===== config.mk =====
export PLATFORM = sky130hd
export DESIGN_NAME = fault_mode_table_unit
export DESIGN_NICKNAME = d
export VERILOG_FILES = /design/src/rtl/fmt_pkg.sv /design/src/rtl/fmt_slot_ram.sv /design/src/rtl/fmt_engine.sv /design/src/rtl/fault_mode_table_unit.sv
export VERILOG_INCLUDE_DIRS = /design/src /design/src/rtl
export SDC_FILE = /design/constraint.sdc
export NUM_CORES = 1
export LEC_CHECK = 0
export BUFFER_PORTS_ARGS = -buffer_cell sky130_fd_sc_hd__buf_2
export CORE_ASPECT_RATIO = 2
export CORE_UTILIZATION = 44
export DETAILED_ROUTE_END_ITERATION = 12
export PLACE_DENSITY = 0.59
export SETUP_SLACK_MARGIN = 0.3
export SLEW_MARGIN = 0
export SYNTH_ARGS = -nofsm -noshare
export SYNTH_HDL_FRONTEND = slang
export SYNTH_HIERARCHICAL = 1
export SYNTH_SLANG_ARGS = --single-unit

===== constraint.sdc =====
create_clock -name clk -period 13.2 [get_ports clk]
set_input_delay 1.32 -clock clk [delete_from_list [all_inputs] [get_ports clk]]
set_output_delay 1.32 -clock clk [all_outputs]
set_load 0.005 [all_outputs]

===== src/rtl/assert_macros.svh =====
// Assertion helpers shared by the RTL. Every check is clocked on clk and
// is switched off while rst is high.
`ifndef ASSERT_MACROS_SVH
`define ASSERT_MACROS_SVH

// The consequent must hold in the same cycle as the antecedent.
`define FMT_ASSERT_SAME(label, ante, cons, msg) \
  label: assert property (@(posedge clk) disable iff (rst) (ante) |-> (cons)) \
    else $error(msg);

// The consequent must hold in the cycle after the antecedent.
`define FMT_ASSERT_NEXT(label, ante, cons, msg) \
  label: assert property (@(posedge clk) disable iff (rst) (ante) |=> (cons)) \
    else $error(msg);

`endif


===== src/rtl/fmt_pkg.sv =====
package fmt_pkg;

  localparam int TABLE_DEPTH = 16;
  localparam int CNT_W = $clog2(TABLE_DEPTH + 1);
  localparam int IDX_W = (TABLE_DEPTH > 1) ? $clog2(TABLE_DEPTH) : 1;

  // Request modes.
  localparam logic [1:0] MODE_INJ_INST = 2'd0;
  localparam logic [1:0] MODE_INJ_MASK = 2'd1;
  localparam logic [1:0] MODE_READ     = 2'd2;
  localparam logic [1:0] MODE_CLEAR    = 2'd3;

  // Result status codes.
  localparam logic [1:0] ST_OK    = 2'd0;
  localparam logic [1:0] ST_UNSUP = 2'd1;
  localparam logic [1:0] ST_FULL  = 2'd2;

  // Fault types.
  localparam logic [7:0] TYPE_OK    = 8'd0;
  localparam logic [7:0] TYPE_OFF   = 8'd1;
  localparam logic [7:0] TYPE_STUCK = 8'd2;
  localparam logic [7:0] TYPE_WRONG = 8'd3;

  // Last unit code of each catalogue group.
  localparam logic [7:0] UNIT_DISTANCE = 8'd4;
  localparam logic [7:0] UNIT_MOTOR    = 8'd7;
  localparam logic [7:0] UNIT_BATTERY  = 8'd9;

  localparam logic [7:0]  INST_ALL  = 8'd0;
  localparam logic [7:0]  INST_LAST = 8'd16;
  localparam logic [15:0] MASK_ALL  = 16'hFFFF;

  typedef struct packed {
    logic [7:0]  unit;
    logic [7:0]  ftype;
    logic [15:0] mask;
  } slot_t;

  typedef struct packed {
    logic [1:0]  mode;
    logic [7:0]  unit;
    logic [7:0]  fault_code;
    logic [7:0]  instance_req;
    logic [15:0] select_mask;
    logic [3:0]  read_index;
  } req_t;

  typedef struct packed {
    logic [1:0]  status;
    logic [7:0]  entry_unit;
    logic [7:0]  entry_type;
    logic [15:0] entry_mask;
    logic [4:0]  entry_count;
    logic        changed;
  } rsp_t;

  // Decoded request handed to the table engine.
  typedef struct packed {
    logic [1:0]  op;
    logic        supported;
    logic [7:0]  unit;
    logic [7:0]  ftype;
    logic [15:0] mask;
    logic [3:0]  read_index;
  } cmd_t;

  typedef enum logic [2:0] {
    ENG_IDLE,
    ENG_SCAN,
    ENG_WRITE,
    ENG_APPEND,
    ENG_READ,
    ENG_DONE
  } eng_state_t;

  function automatic logic pair_known(input logic [7:0] u, input logic [7:0] t);
    logic ok;
    if (u <= UNIT_DISTANCE) begin
      ok = (t <= TYPE_STUCK);
    end else if (u <= UNIT_MOTOR) begin
      ok = (t <= TYPE_WRONG);
    end else if (u <= UNIT_BATTERY) begin
      ok = (t <= TYPE_OFF);
    end else begin
      ok = 1'b0;
    end
    return ok;
  endfunction

  function automatic logic [15:0] sel_to_mask(input logic [7:0] n);
    logic [3:0]  sh;
    logic [15:0] m;
    sh = 4'(n - 8'd1);
    if (n == INST_ALL) begin
      m = MASK_ALL;
    end else if (n > INST_LAST) begin
      m = '0;
    end else begin
      m = 16'd1 << sh;
    end
    return m;
  endfunction

endpackage


===== src/rtl/fmt_slot_ram.sv =====
module fmt_slot_ram #(
  parameter int DEPTH  = 16,
  parameter int ADDR_W = 4,
  parameter int DATA_W = 32
) (
  input  logic              clk,
  input  logic              we,
  input  logic [ADDR_W-1:0] waddr,
  input  logic [DATA_W-1:0] wdata,
  input  logic [ADDR_W-1:0] raddr,
  output logic [DATA_W-1:0] rdata
);

  logic [DATA_W-1:0] mem [DEPTH];

  always_ff @(posedge clk) begin
    if (we) begin
      mem[waddr] <= wdata;
    end
    rdata <= mem[raddr];
  end

endmodule


===== src/rtl/fmt_engine.sv =====
module fmt_engine import fmt_pkg::*; (
  input  logic clk,
  input  logic rst,
  input  logic start,
  input  cmd_t cmd,
  input  logic ack,
  output logic done,
  output rsp_t result
);

  eng_state_t state, state_next;

  cmd_t             cur;
  logic [CNT_W-1:0] count;
  logic [CNT_W-1:0] rd_ptr;
  logic [CNT_W-1:0] wr_ptr;
  logic             flag;
  logic             dv;
  logic             hit;
  logic [1:0]       res_status;
  slot_t            res_slot;

  logic             we;
  logic [IDX_W-1:0] waddr;
  slot_t            wdata;
  logic [IDX_W-1:0] raddr;
  slot_t            rdata;

  fmt_slot_ram #(
    .DEPTH (TABLE_DEPTH),
    .ADDR_W(IDX_W),
    .DATA_W($bits(slot_t))
  ) u_ram (
    .clk  (clk),
    .we   (we),
    .waddr(waddr),
    .wdata(wdata),
    .raddr(raddr),
    .rdata(rdata)
  );

  // Evaluation of the slot that the memory returns this cycle.
  logic        strip_c, hit_c, gain_c, keep_c;
  logic [15:0] nm_c;
  logic        in_pass, issue, pass_end, reject, append, idx_ok;

  always_comb begin
    strip_c = (rdata.unit == cur.unit) &&
              ((cur.ftype == TYPE_OK) || (rdata.ftype != cur.ftype)) &&
              ((rdata.mask & cur.mask) != '0);
    hit_c   = (cur.ftype != TYPE_OK) && (rdata.unit == cur.unit) &&
              (rdata.ftype == cur.ftype);
    gain_c  = hit_c && ((rdata.mask & cur.mask) != cur.mask);
    if (hit_c) begin
      nm_c = rdata.mask | cur.mask;
    end else if (strip_c) begin
      nm_c = rdata.mask & ~cur.mask;
    end else begin
      nm_c = rdata.mask;
    end
    keep_c = (nm_c != '0);
  end

  assign in_pass  = (state == ENG_SCAN) || (state == ENG_WRITE);
  assign issue    = in_pass && (rd_ptr < count);
  assign pass_end = in_pass && !issue && !dv;
  assign append   = (cur.ftype != TYPE_OK) && !hit;
  assign reject   = append && (wr_ptr == CNT_W'(TABLE_DEPTH));
  assign idx_ok   = (8'(cmd.read_index) < 8'(count));

  always_comb begin
    state_next = state;
    unique case (state)
      ENG_IDLE: begin
        if (start) begin
          unique case (cmd.op)
            MODE_INJ_INST, MODE_INJ_MASK: begin
              state_next = (cmd.supported && (cmd.mask != '0)) ? ENG_SCAN : ENG_DONE;
            end
            MODE_READ: begin
              state_next = idx_ok ? ENG_READ : ENG_DONE;
            end
            MODE_CLEAR: begin
              state_next = ENG_DONE;
            end
          endcase
        end
      end
      ENG_SCAN: begin
        if (pass_end) begin
          state_next = reject ? ENG_DONE : ENG_WRITE;
        end
      end
      ENG_WRITE: begin
        if (pass_end) begin
          state_next = append ? ENG_APPEND : ENG_DONE;
        end
      end
      ENG_APPEND: begin
        state_next = ENG_DONE;
      end
      ENG_READ: begin
        state_next = ENG_DONE;
      end
      ENG_DONE: begin
        if (ack) begin
          state_next = ENG_IDLE;
        end
      end
      default: begin
        state_next = ENG_IDLE;
      end
    endcase
  end

  always_comb begin
    we    = 1'b0;
    waddr = wr_ptr[IDX_W-1:0];
    wdata = '{unit: rdata.unit, ftype: rdata.ftype, mask: nm_c};
    raddr = (state == ENG_IDLE) ? IDX_W'(cmd.read_index) : rd_ptr[IDX_W-1:0];
    unique case (state)
      ENG_WRITE: begin
        we = dv && keep_c;
      end
      ENG_APPEND: begin
        we    = 1'b1;
        wdata = '{unit: cur.unit, ftype: cur.ftype, mask: cur.mask};
      end
      default: begin
        we = 1'b0;
      end
    endcase
    done   = (state == ENG_DONE);
    result = '{status:      res_status,
               entry_unit:  res_slot.unit,
               entry_type:  res_slot.ftype,
               entry_mask:  res_slot.mask,
               entry_count: 5'(count),
               changed:     flag};
  end

  always_ff @(posedge clk) begin
    if (rst) begin
      state <= ENG_IDLE;
      count <= '0;
      flag  <= 1'b0;
      dv    <= 1'b0;
    end else begin
      state <= state_next;
      unique case (state)
        ENG_IDLE: begin
          if (start) begin
            cur        <= cmd;
            rd_ptr     <= '0;
            wr_ptr     <= '0;
            dv         <= 1'b0;
            hit        <= 1'b0;
            res_slot   <= '0;
            res_status <= ((cmd.op == MODE_INJ_INST || cmd.op == MODE_INJ_MASK) &&
                           !cmd.supported) ? ST_UNSUP : ST_OK;
            if (cmd.op == MODE_CLEAR) begin
              flag <= 1'b0;
            end
          end
        end
        ENG_SCAN, ENG_WRITE: begin
          dv <= issue;
          if (issue) begin
            rd_ptr <= rd_ptr + CNT_W'(1);
          end
          if (dv) begin
            if (keep_c) begin
              wr_ptr <= wr_ptr + CNT_W'(1);
            end
            if (hit_c) begin
              hit <= 1'b1;
            end
            if ((state == ENG_WRITE) && (strip_c || gain_c)) begin
              flag <= 1'b1;
            end
          end
          if (pass_end) begin
            rd_ptr <= '0;
            if (state == ENG_SCAN) begin
              wr_ptr <= '0;
              hit    <= 1'b0;
              if (reject) begin
                res_status <= ST_FULL;
              end
            end else begin
              count <= wr_ptr;
            end
          end
        end
        ENG_APPEND: begin
          count <= wr_ptr + CNT_W'(1);
          flag  <= 1'b1;
        end
        ENG_READ: begin
          res_slot <= rdata;
        end
        default: begin
          dv <= 1'b0;
        end
      endcase
    end
  end

endmodule


===== src/rtl/fault_mode_table_unit.sv =====
// Flow: a read of a live slot passes through the READ and DONE states before its result is
// registered; a flag clear, a catalogue reject, an empty mask or a read past the entry count
// goes straight to DONE. An inject's duration grows with the live entries, set by a dry pass
// through the slot memory and, unless the request is rejected, a second pass (one read port,
// one slot a cycle, registered read).
// Reset (synchronous, rst high) empties the table and clears the changed flag.
`include "assert_macros.svh"

// The fault table is kept compacted in a single-port-read, single-port-write slot
// memory inside the engine. An inject first runs a dry pass over the live slots to
// learn whether the request would leave the table overfull; a request that would is
// rejected without any write, which is how the rollback is realized. Otherwise a
// second pass strips the addressed instances, writes surviving slots back at a lagging
// write pointer (never ahead of the read pointer, so no forwarding is needed), merges
// into the matching slot and finally appends a new slot when a type other than ok found no match.
//
// This level decodes the incoming transaction (catalogue check and instance number to
// mask conversion) and holds the result register, so a new request can be taken while
// the previous result still waits for the consumer.
module fault_mode_table_unit import fmt_pkg::*; (
  input  logic clk,
  input  logic rst,
  input  logic req_valid,
  output logic req_stall,
  input  req_t req,
  output logic rsp_valid,
  input  logic rsp_stall,
  output rsp_t rsp
);

  logic busy;
  logic start;
  logic done;
  logic ack;
  cmd_t cmd;
  rsp_t result;

  // A request is in flight from its acceptance until its result is registered.
  assign req_stall = busy;
  assign start     = req_valid && !req_stall;
  // The engine result moves into the output register whenever that register is free
  // or is being emptied in this same cycle.
  assign ack       = done && (!rsp_valid || !rsp_stall);

  always_comb begin
    cmd.op         = req.mode;
    cmd.supported  = pair_known(req.unit, req.fault_code);
    cmd.unit       = req.unit;
    cmd.ftype      = req.fault_code;
    cmd.read_index = req.read_index;
    cmd.mask       = (req.mode == MODE_INJ_INST) ? sel_to_mask(req.instance_req)
                                                 : req.select_mask;
  end

  fmt_engine u_engine (
    .clk   (clk),
    .rst   (rst),
    .start (start),
    .cmd   (cmd),
    .ack   (ack),
    .done  (done),
    .result(result)
  );

  always_ff @(posedge clk) begin
    if (rst) begin
      busy      <= 1'b0;
      rsp_valid <= 1'b0;
    end else begin
      if (start) begin
        busy <= 1'b1;
      end else if (ack) begin
        busy <= 1'b0;
      end
      if (ack) begin
        rsp_valid <= 1'b1;
      end else if (rsp_valid && !rsp_stall) begin
        rsp_valid <= 1'b0;
      end
    end
  end

  always_ff @(posedge clk) begin
    if (ack) begin
      rsp <= result;
    end
  end

  // The engine only finishes work that was accepted and not yet delivered.
  `FMT_ASSERT_SAME(a_done_needs_busy, done, busy, "engine finished while no request was open")
  // An accepted transaction keeps the input side closed in the next cycle.
  `FMT_ASSERT_NEXT(a_accept_sets_busy, start, busy, "request accepted but input not stalled")
  // Only the defined status codes leave the block.
  `FMT_ASSERT_SAME(a_status_code, rsp_valid,
                   (rsp.status == ST_OK || rsp.status == ST_UNSUP || rsp.status == ST_FULL),
                   "undefined status code on the result")
  // A failed inject never reports slot contents.
  `FMT_ASSERT_SAME(a_fail_no_entry, rsp_valid && (rsp.status != ST_OK),
                   (rsp.entry_mask == '0 && rsp.entry_unit == '0 && rsp.entry_type == '0),
                   "slot contents reported on a failed request")

endmodule


==> results.yml, run 1 <==
final_layout:
  fin_util_pct: 50.2
  drive_gt1_share_pct: 25.1
  register_area_sq_mm: 0.0198
  design_area_sq_mm: 0.0301
  diodes: 0
  fillCellCount: 4827
  nNetsFinal: 1609
  syn_to_final_growth_pct: 12.7
  multi_input_comb_area_sq_mm: 0.00665
worst_setup_path:
  arrival_ns: 5.07
  end_kind: "flip-flop"
  path_max_fanout: 32
  worstReg2RegStart: "u_engine/cur[26]$_DFFE_PP_"
  critPathLaunchType: "flip-flop"
  r2r_cells: 8
  crit_slowest_cell: "nor2_4"
  required_ns: 13.42
  slowest_delay_ns: 0.91
  rrSetupSlack_ns: 8.35
  crit_type: "flip-flop to flip-flop"
  cp_cell_sequence: "xor2_1 -> nor4_1 -> nand3_1 -> o311ai_0 -> a222oi_1 -> a31oi_1 -> or3b_2 -> nor2_4"
  r2r_end: "u_engine/u_ram/mem[3][14]$_DFFE_PP_"
route:
  vias: 14100
  routed_wirelength_um: 65600
  drtIter0Drc: 1199
  ant_nets: 0
  vias_per_cell: 5.93
  drc_errors: 0
  wl_per_cell_um: 27.7
  dr.pass1.iters: 7
die:
  die_w_um: 176
  io_pins: 92
  rows: 127
  core_sq_mm: 0.0599
  die_area_sq_mm: 0.0617
  initial_utilization_pct: 44.6
  die_height_um: 350
clock_network:
  insertion_delay_ns: 0.61
  cts-buffers-inserted: 56
  clock-root-buffer: "clkbuf_16"
  cts_tree: "yes"
  ctsResizeCount: 0
  path_clk_slew_ns: 0.07
  postCtsSetupBuffers: 0
  h-tree-depth: 2
  cts_hold_buffers: 0
  clk_path_buf_depth: 3
  cts_sinks: 673
min_path:
  hold_depth: 0
  min_to: "rsp[25]$_DFFE_PP_"
  min_path_type: "flip-flop to flip-flop"
  min-delay-start: "u_engine/result[25]$_SDFFCE_PP0P_"
timing:
  clock_skew_ns: 0.0174
  drv_slew: 0
  tns_ns: 0
  fin_crit_sh_pct: 36.7
  whs_ns: 0.418
  worstMarginPinSlew_ns: 1.34
  fin_crit_ns: 4.85
  fmax_mhz: 206
  rsz0062_at_grt: "no"
  finalSetupViolations: 0
  hold_viol_final: 0
  slew_headroom_pct: 10.9
yosys:
  synth_ff_type: "edfxtp_1"
  synth_cells: 1445
  yosys-top-cells-area: "edfxtp_1 71%, mux4_2 11%, dfxtp_1 3.3%"
  synth_edf_count: 629
  seq_area_frac_synth_pct: 74.0
  synth.largest_area_cell: "edfxtp_1"
  yosys.cell_types.count: 75
  ys_ff_latch: 673
  yosys.area.top_type_share_pct: 70.7
  syn_avg_cell_area_sq_um: 18.5
  yosysWarnings: 6
  ys_async_sr_fraction_pct: 0
  synth_fp_nets: 1505
  synth_area_sq_mm: 0.0267
grt:
  grt_max_degree: 66
  grt_first_pass_wirelength_um: 96100
  antenna_found_initial: 0
  grt.overflow.total: 0
  grt_usage_pct: 21.8
  first_global_vias: 14500
pwr:
  power.density_mw_per_mm2: 210
  leakage_uw: 0.00981
  total_power_uw: 6330
  ir_drop_v: 0.000128
placement:
  port_buffers: 91
  gp_congestion: 0.953
  placed_cell_area_sq_mm: 0.0282
  post-dp-hpwl_um: 41400
run:
  maxCapViolations: 0
run_status:
  status: "finished, final reports clean"
==> power breakdown <==
part	switching [uW]	total (uW)	internal, uW
sequential	149	2910	2760
clock	768	1690	923
combinational	1090	1720	638
total	2000	6330	4320
==> worst max-delay path, delay by kind of cell, from the launching register on <==
kind            cells  cell delay, ns
compound gates      3            1.24
flops               1            0.43
xor+xnor            1            0.18
simple gates        4            2.58
==> layout by cell type, fill, tap and decap left out, types with 6 or more instances in the layout <==
master	count
mux2_2	18
o21ai_0	14
o2111ai_1	7
o22ai_1	8
a31oi_1	6
a221oi_1	6
clkbuf_8	8
o22a_1	6
buf_2	91
a21o_1	8
dfxtp_1	44
edfxtp_1	629
clkbuf_16	58
nand4_1	8
ha_1	10
nand3_1	11
a22o_1	17
nor4_1	12
and3_1	26
xor2_1	10
inv_1	32
a21oi_1	28
nor2_1	58
xnor2_1	15
or3_1	6
nor3_1	20
a22oi_1	73
clkinv_2	8
buf_4	30
clkinvlp_4	8
clkbuf_1	10
nand2_1	58
mux4_2	128
nor2_4	13
a211oi_1	6
o31ai_1	8
nand2b_1	9
==> state kept, by name (all words and copies together), names as in the netlist <==
register / cells
u_engine/wr_ptr: 5
rsp: 40
u_engine/count: 5
u_engine/result: 32
rsp_valid: 1
u_engine/rd_ptr: 5
u_engine/u_ram/rdata: 32
u_engine/flag: 1
u_engine/cur: 32
u_engine/state: 3
u_engine/res_status: 2
u_engine/hit: 1
u_engine/dv: 1
u_engine/u_ram/mem: 512
req_stall: 1
==> synthesized netlist by cell type (all sizes together) (17+ instances only) <==
cell	instances
edfxtp	629
nand2	59
clkbuf	41
buf	34
a22o	17
and3	26
dfxtp	44
nor3	26
a21oi	28
mux4	128
inv	32
mux2	21
a22oi	73
nor2	71
==> through the flow <==
step	cells	setup slack, ns
CTS	2371	8.33
detailed placement	2265	8.31
finish	2371	8.35
global route	2371	8.16
floorplan	1445	7.66
global placement	2265	8.42
==> how the worst max path moves through the flow <==
stage | cells past startpoint | startpoint | slack, ns | to
finish | 8 | u_engine/cur[26]$_DFFE_PP_ | 8.35 | u_engine/u_ram/mem[3][14]$_DFFE_PP_
global route | 8 | u_engine/cur[26]$_DFFE_PP_ | 8.16 | u_engine/u_ram/mem[2][14]$_DFFE_PP_
CTS | 8 | u_engine/cur[26]$_DFFE_PP_ | 8.33 | u_engine/u_ram/mem[1][3]$_DFFE_PP_
detailed placement | 8 | u_engine/cur[26]$_DFFE_PP_ | 8.31 | u_engine/u_ram/mem[2][14]$_DFFE_PP_
global placement | 8 | u_engine/cur[26]$_DFFE_PP_ | 8.42 | u_engine/u_ram/mem[2][14]$_DFFE_PP_
floorplan | 2 | req_valid | 7.66 | u_engine/cur[10]$_DFFE_PP_
==> logic make-up (layout without fill, tap and decap cells) <==
| kind of cell | Yosys count | in the layout | share of synthesized area, % |
|---|---|---|---|
| DFF | 673 | 673 | 74.0 |
| AOI/OAI and AO/OA | 221 | 221 | 6.30 |
| adders and majority gates | 10 | 10 | 0.468 |
| xor gates and xnor gates | 25 | 25 | 0.820 |
| muxes | 154 | 154 | 11.9 |
| buffers and inverters | 108 | 260 | 1.74 |
| and+or+nand+nor | 254 | 254 | 4.78 |
==> per-layer routing <==
metal / GRT usage, % / share of wire, % / vias to the layer above / wire length [um]
met2: 40.9 / 55 / 513 / 36300
met5: 0 / 0 / - / 0
li1: - / - / 6119 / -
met1: 23.9 / 35 / 7279 / 23100
met4: 10.5 / 4.9 / 0 / 3180
met3: 2.70 / 4.5 / 148 / 2980
==> cell type report <==
type / count / area share, %
Timing Repair Buffer: 121 / 2.26
Clock inverter: 30 / 1.00
Tap cell: 774 / 3.22
Clock buffer: 76 / 5.31
Multi-Input combinational cell: 664 / 22.1
Sequential cell: 673 / 65.7
Inverter: 33 / 0.412
Note: power is estimated with default switching activity, not from simulation.
==> run 2: changes to the inputs <==
--- a/config.mk
+++ b/config.mk
@@ -6,11 +6,12 @@
 export SDC_FILE = /design/constraint.sdc
 export NUM_CORES = 1
 export LEC_CHECK = 0
+export ABC_AREA = 1
 export BUFFER_PORTS_ARGS = -buffer_cell sky130_fd_sc_hd__buf_2
 export CORE_ASPECT_RATIO = 2
 export CORE_UTILIZATION = 44
 export DETAILED_ROUTE_END_ITERATION = 12
-export PLACE_DENSITY = 0.59
+export PLACE_DENSITY = 0.61
 export SETUP_SLACK_MARGIN = 0.3
 export SLEW_MARGIN = 0
 export SYNTH_ARGS = -nofsm -noshare
==> constraint.sdc (replaced) <==
create_clock -name clk -period 4.1 [get_ports clk]
set_input_delay 0.41 -clock clk [delete_from_list [all_inputs] [get_ports clk]]
set_output_delay 0.41 -clock clk [all_outputs]
set_load 0.005 [all_outputs]
==> run 2 against run 1 <==
Non-clock buffer count increased by 64. Largest cell class unchanged. Critical endpoint is now u_engine/u_ram/mem[9][27]$_DFFE_PP_. Total power increased to 3.8 times the previous value. Flip-flop and latch count unchanged. Clock power increased to 3.2 times the previous value. Synthesized area increased by 12%. Cell area increased by 11%. Clock skew decreased by 0.0012 ns. Combinational power increased to 5.3 times the previous value. Critical path depth increased by 10. Routed wire length increased by 19%.
==> results.yml, run 2 <==
yosys:
  yosys-top-cells-area: "edfxtp_1 63%, nand2_1 11%, nand3_1 7.1%"
  yosys.area.top_type_share_pct: 63.3
  synth.area.mux_share_pct: 0
  synthTopCellsByCount: "902 x nand2_1, 629 x edfxtp_1, 487 x inv_1"
  synth.largest_area_cell: "edfxtp_1"
  ys_async_sr_fraction_pct: 0
  synth_edf_count: 629
  synth_top_family_by_area: "simple AND/OR/NAND/NOR gates"
  synth_ff_type: "edfxtp_1"
  synth_area_sq_mm: 0.0299
  synth-compound-area-share_pct: 1.92
  synth_cells: 2939
  ys_ff_latch: 673
  yosys.cell_types.count: 46
  syn_avg_cell_area_sq_um: 10.2
  yosysMostFrequentCell: "nand2_1"
  seq_area_frac_synth_pct: 66.2
  synthAdderAreaFrac_pct: 0.419
  synth-xor-area-share_pct: 0.264
  synthSimpleGateAreaFrac_pct: 22.1
  yosysWarnings: 6
  synth_fp_nets: 2999
worst_setup_path:
  r2r_cells: 18
  path_max_fanout: 32
  critPathLaunchType: "flip-flop"
  path_buf_inv: 2
  cpMostUsedCell: "nand2_1"
  cp_cell_sequence: "nand2_1 -> nand2_1 -> inv_1 -> nand2_1 -> nor2_2 -> nand2_4 -> nor2_8 -> nand3_1 -> nand3_1 -> nor2_1 -> nand2_1 -> nor2_2 -> nand2_4 -> nand2_2 -> o21ai_2 -> nand3b_1 -> nor2_4 -> buf_12"
  arrival_ns: 3.79
  end_kind: "flip-flop"
  crit_family: "simple AND/OR/NAND/NOR gates"
  rrSetupSlack_ns: 0.60
  worstReg2RegStart: "u_engine/cur[30]$_DFFE_PP_"
  crit_slowest_cell: "edfxtp_1"
  crit_type: "flip-flop to flip-flop"
  endpoint: "u_engine/u_ram/mem[9][27]$_DFFE_PP_"
  crit_start: "u_engine/cur[30]$_DFFE_PP_"
  r2r_end: "u_engine/u_ram/mem[9][27]$_DFFE_PP_"
  cp.depth: 18
  slowest_delay_ns: 0.40
  required_ns: 4.39
die:
  die_area_sq_mm: 0.0690
  core_sq_mm: 0.0669
  io_pins: 92
  rows: 134
  initial_utilization_pct: 44.6
  die_w_um: 186
  die_height_um: 370
placement:
  place_worst_setup_slack_ns: 0.491
  placed_cell_area_sq_mm: 0.0316
  gp_congestion: 0.861
  post-dp-hpwl_um: 49600
  port_buffers: 91
timing:
  fin_crit_ns: 3.50
  finalSetupViolations: 0
  whs_ns: 0.0777
  slew_headroom_pct: 24.2
  clock_skew_ns: 0.0161
  worstMarginPinSlew_ns: 1.13
  tns_ns: 0
  hold_viol_final: 0
  drv_slew: 0
  rsz0062_at_grt: "no"
  fmax_mhz: 286
  setup_ws_ns: 0.600
  fin_crit_sh_pct: 85.4
pwr:
  ir_drop_v: 0.000793
  leakage_uw: 0.0142
  power.density_mw_per_mm2: 712
route:
  drtIter0Drc: 1537
  drc_errors: 0
  ant_nets: 0
  vias_per_cell: 5.11
  wl_per_cell_um: 19.6
  routed_wirelength_um: 78200
  vias: 20400
  dr.pass1.iters: 7
final_layout:
  design_area_sq_mm: 0.0335
  top_register: "u_engine/u_ram/mem"
  diodes: 0
  fin_util_pct: 50.1
  largest_register_ffs: 512
  drive_gt1_share_pct: 11.0
  top_regs: "u_engine/u_ram/mem (512), rsp (40)"
  nNetsFinal: 3114
  syn_to_final_growth_pct: 12.3
  layout_common_cells: "899 x nand2_1, 629 x edfxtp_1, 486 x inv_1"
  layout_commonest_cell: "nand2_1"
grt:
  grt_max_degree: 153
  antenna_found_initial: 0
  grt.overflow.total: 0
  grt_usage_pct: 23.2
  grt_first_pass_wirelength_um: 119000
  first_global_vias: 20400
clock_network:
  clk_path_buf_depth: 3
  cts_tree: "yes"
  cts-buffers-inserted: 55
  insertion_delay_ns: 0.62
  path_clk_slew_ns: 0.07
  clock-root-buffer: "clkbuf_16"
  cts_sinks: 673
  h-tree-depth: 2
run:
  maxCapViolations: 0
min_path:
  min_path_type: "input port to flip-flop"
run_status:
  status: "finished, final reports clean"
-- run 2: final cells by class --
type / instances / area (sq um)
fill: 5865 / 33400
timing repair buffer: 185 / 1460
inverter: 493 / 1860
sequential: 673 / 19800
clock inverter: 42 / 353
multi-input combinational: 1646 / 7550
tap: 884 / 1110
clock buffer: 62 / 1450
-- run 2: worst min-delay path: stages --
cell and delay [ns]:
buf_2 0.09, nand2_1 0.07, a21oi_1 0.06
-- run 2: stage by stage --
stage | cells | power, uW
3_3_place_gp | 3864 | 18500
4_1_cts | 3984 | 24000
6_report | 3985 | 23900
2_1_floorplan | 2939 | 15400
3_5_place_dp | 3864 | 18700
5_1_grt | 3985 | 25200
-- run 2: metal layers --
layer | vias up | part of all wire [%] | global-route usage [%]
met5 | - | 0 | 0
met4 | 0 | 5.1 | 11.5
li1 | 9738 | - | -
met3 | 188 | 5.1 | 2.31
met1 | 9777 | 37 | 26.3
met2 | 674 | 53 | 42.6
-- run 2: cell families after synthesis --
family                   Yosys count
AND/OR/NAND/NOR                 1533
AO/OA/AOI/OAI                     94
adder cells (fa/ha/maj)           10
buffers and inverters            620
XOR/XNOR                           9
flip-flops                       673
-- run 2: what timing repair did --
| item | in CTS | in global routing |
|---|---|---|
| resized for setup | 0 | 2 |
| setup buffers | 0 | 1 |
| endpoints found under the hold margin | 16 | 0 |
| hold buffers | 16 | 0 |
| endpoints found under the setup margin | 0 | 326 |
-- run 2: worst min-delay path by stage --
stage | start | end | cells after the start
after global placement | u_engine/result[20]$_SDFFCE_PP0P_ | rsp[20]$_DFFE_PP_ | 0
after detailed placement | u_engine/result[22]$_SDFFCE_PP0P_ | rsp[22]$_DFFE_PP_ | 0
after CTS | rsp_stall | rsp_valid$_SDFFE_PP0P_ | 3
after floorplan | u_engine/result[10]$_SDFFCE_PP0P_ | rsp[10]$_DFFE_PP_ | 0
after global routing | rsp_stall | rsp_valid$_SDFFE_PP0P_ | 3
final | rsp_stall | rsp_valid$_SDFFE_PP0P_ | 3
-- run 2: where the power goes --
| group | leakage, uW | switching, uW | internal, uW |
|---|---|---|---|
| Clock | 0.000872 | 2470 | 2860 |
| Sequential | 0.00607 | 354 | 9070 |
| Combinational | 0.00722 | 6740 | 2400 |
| Total | 0.0142 | 9560 | 14300 |
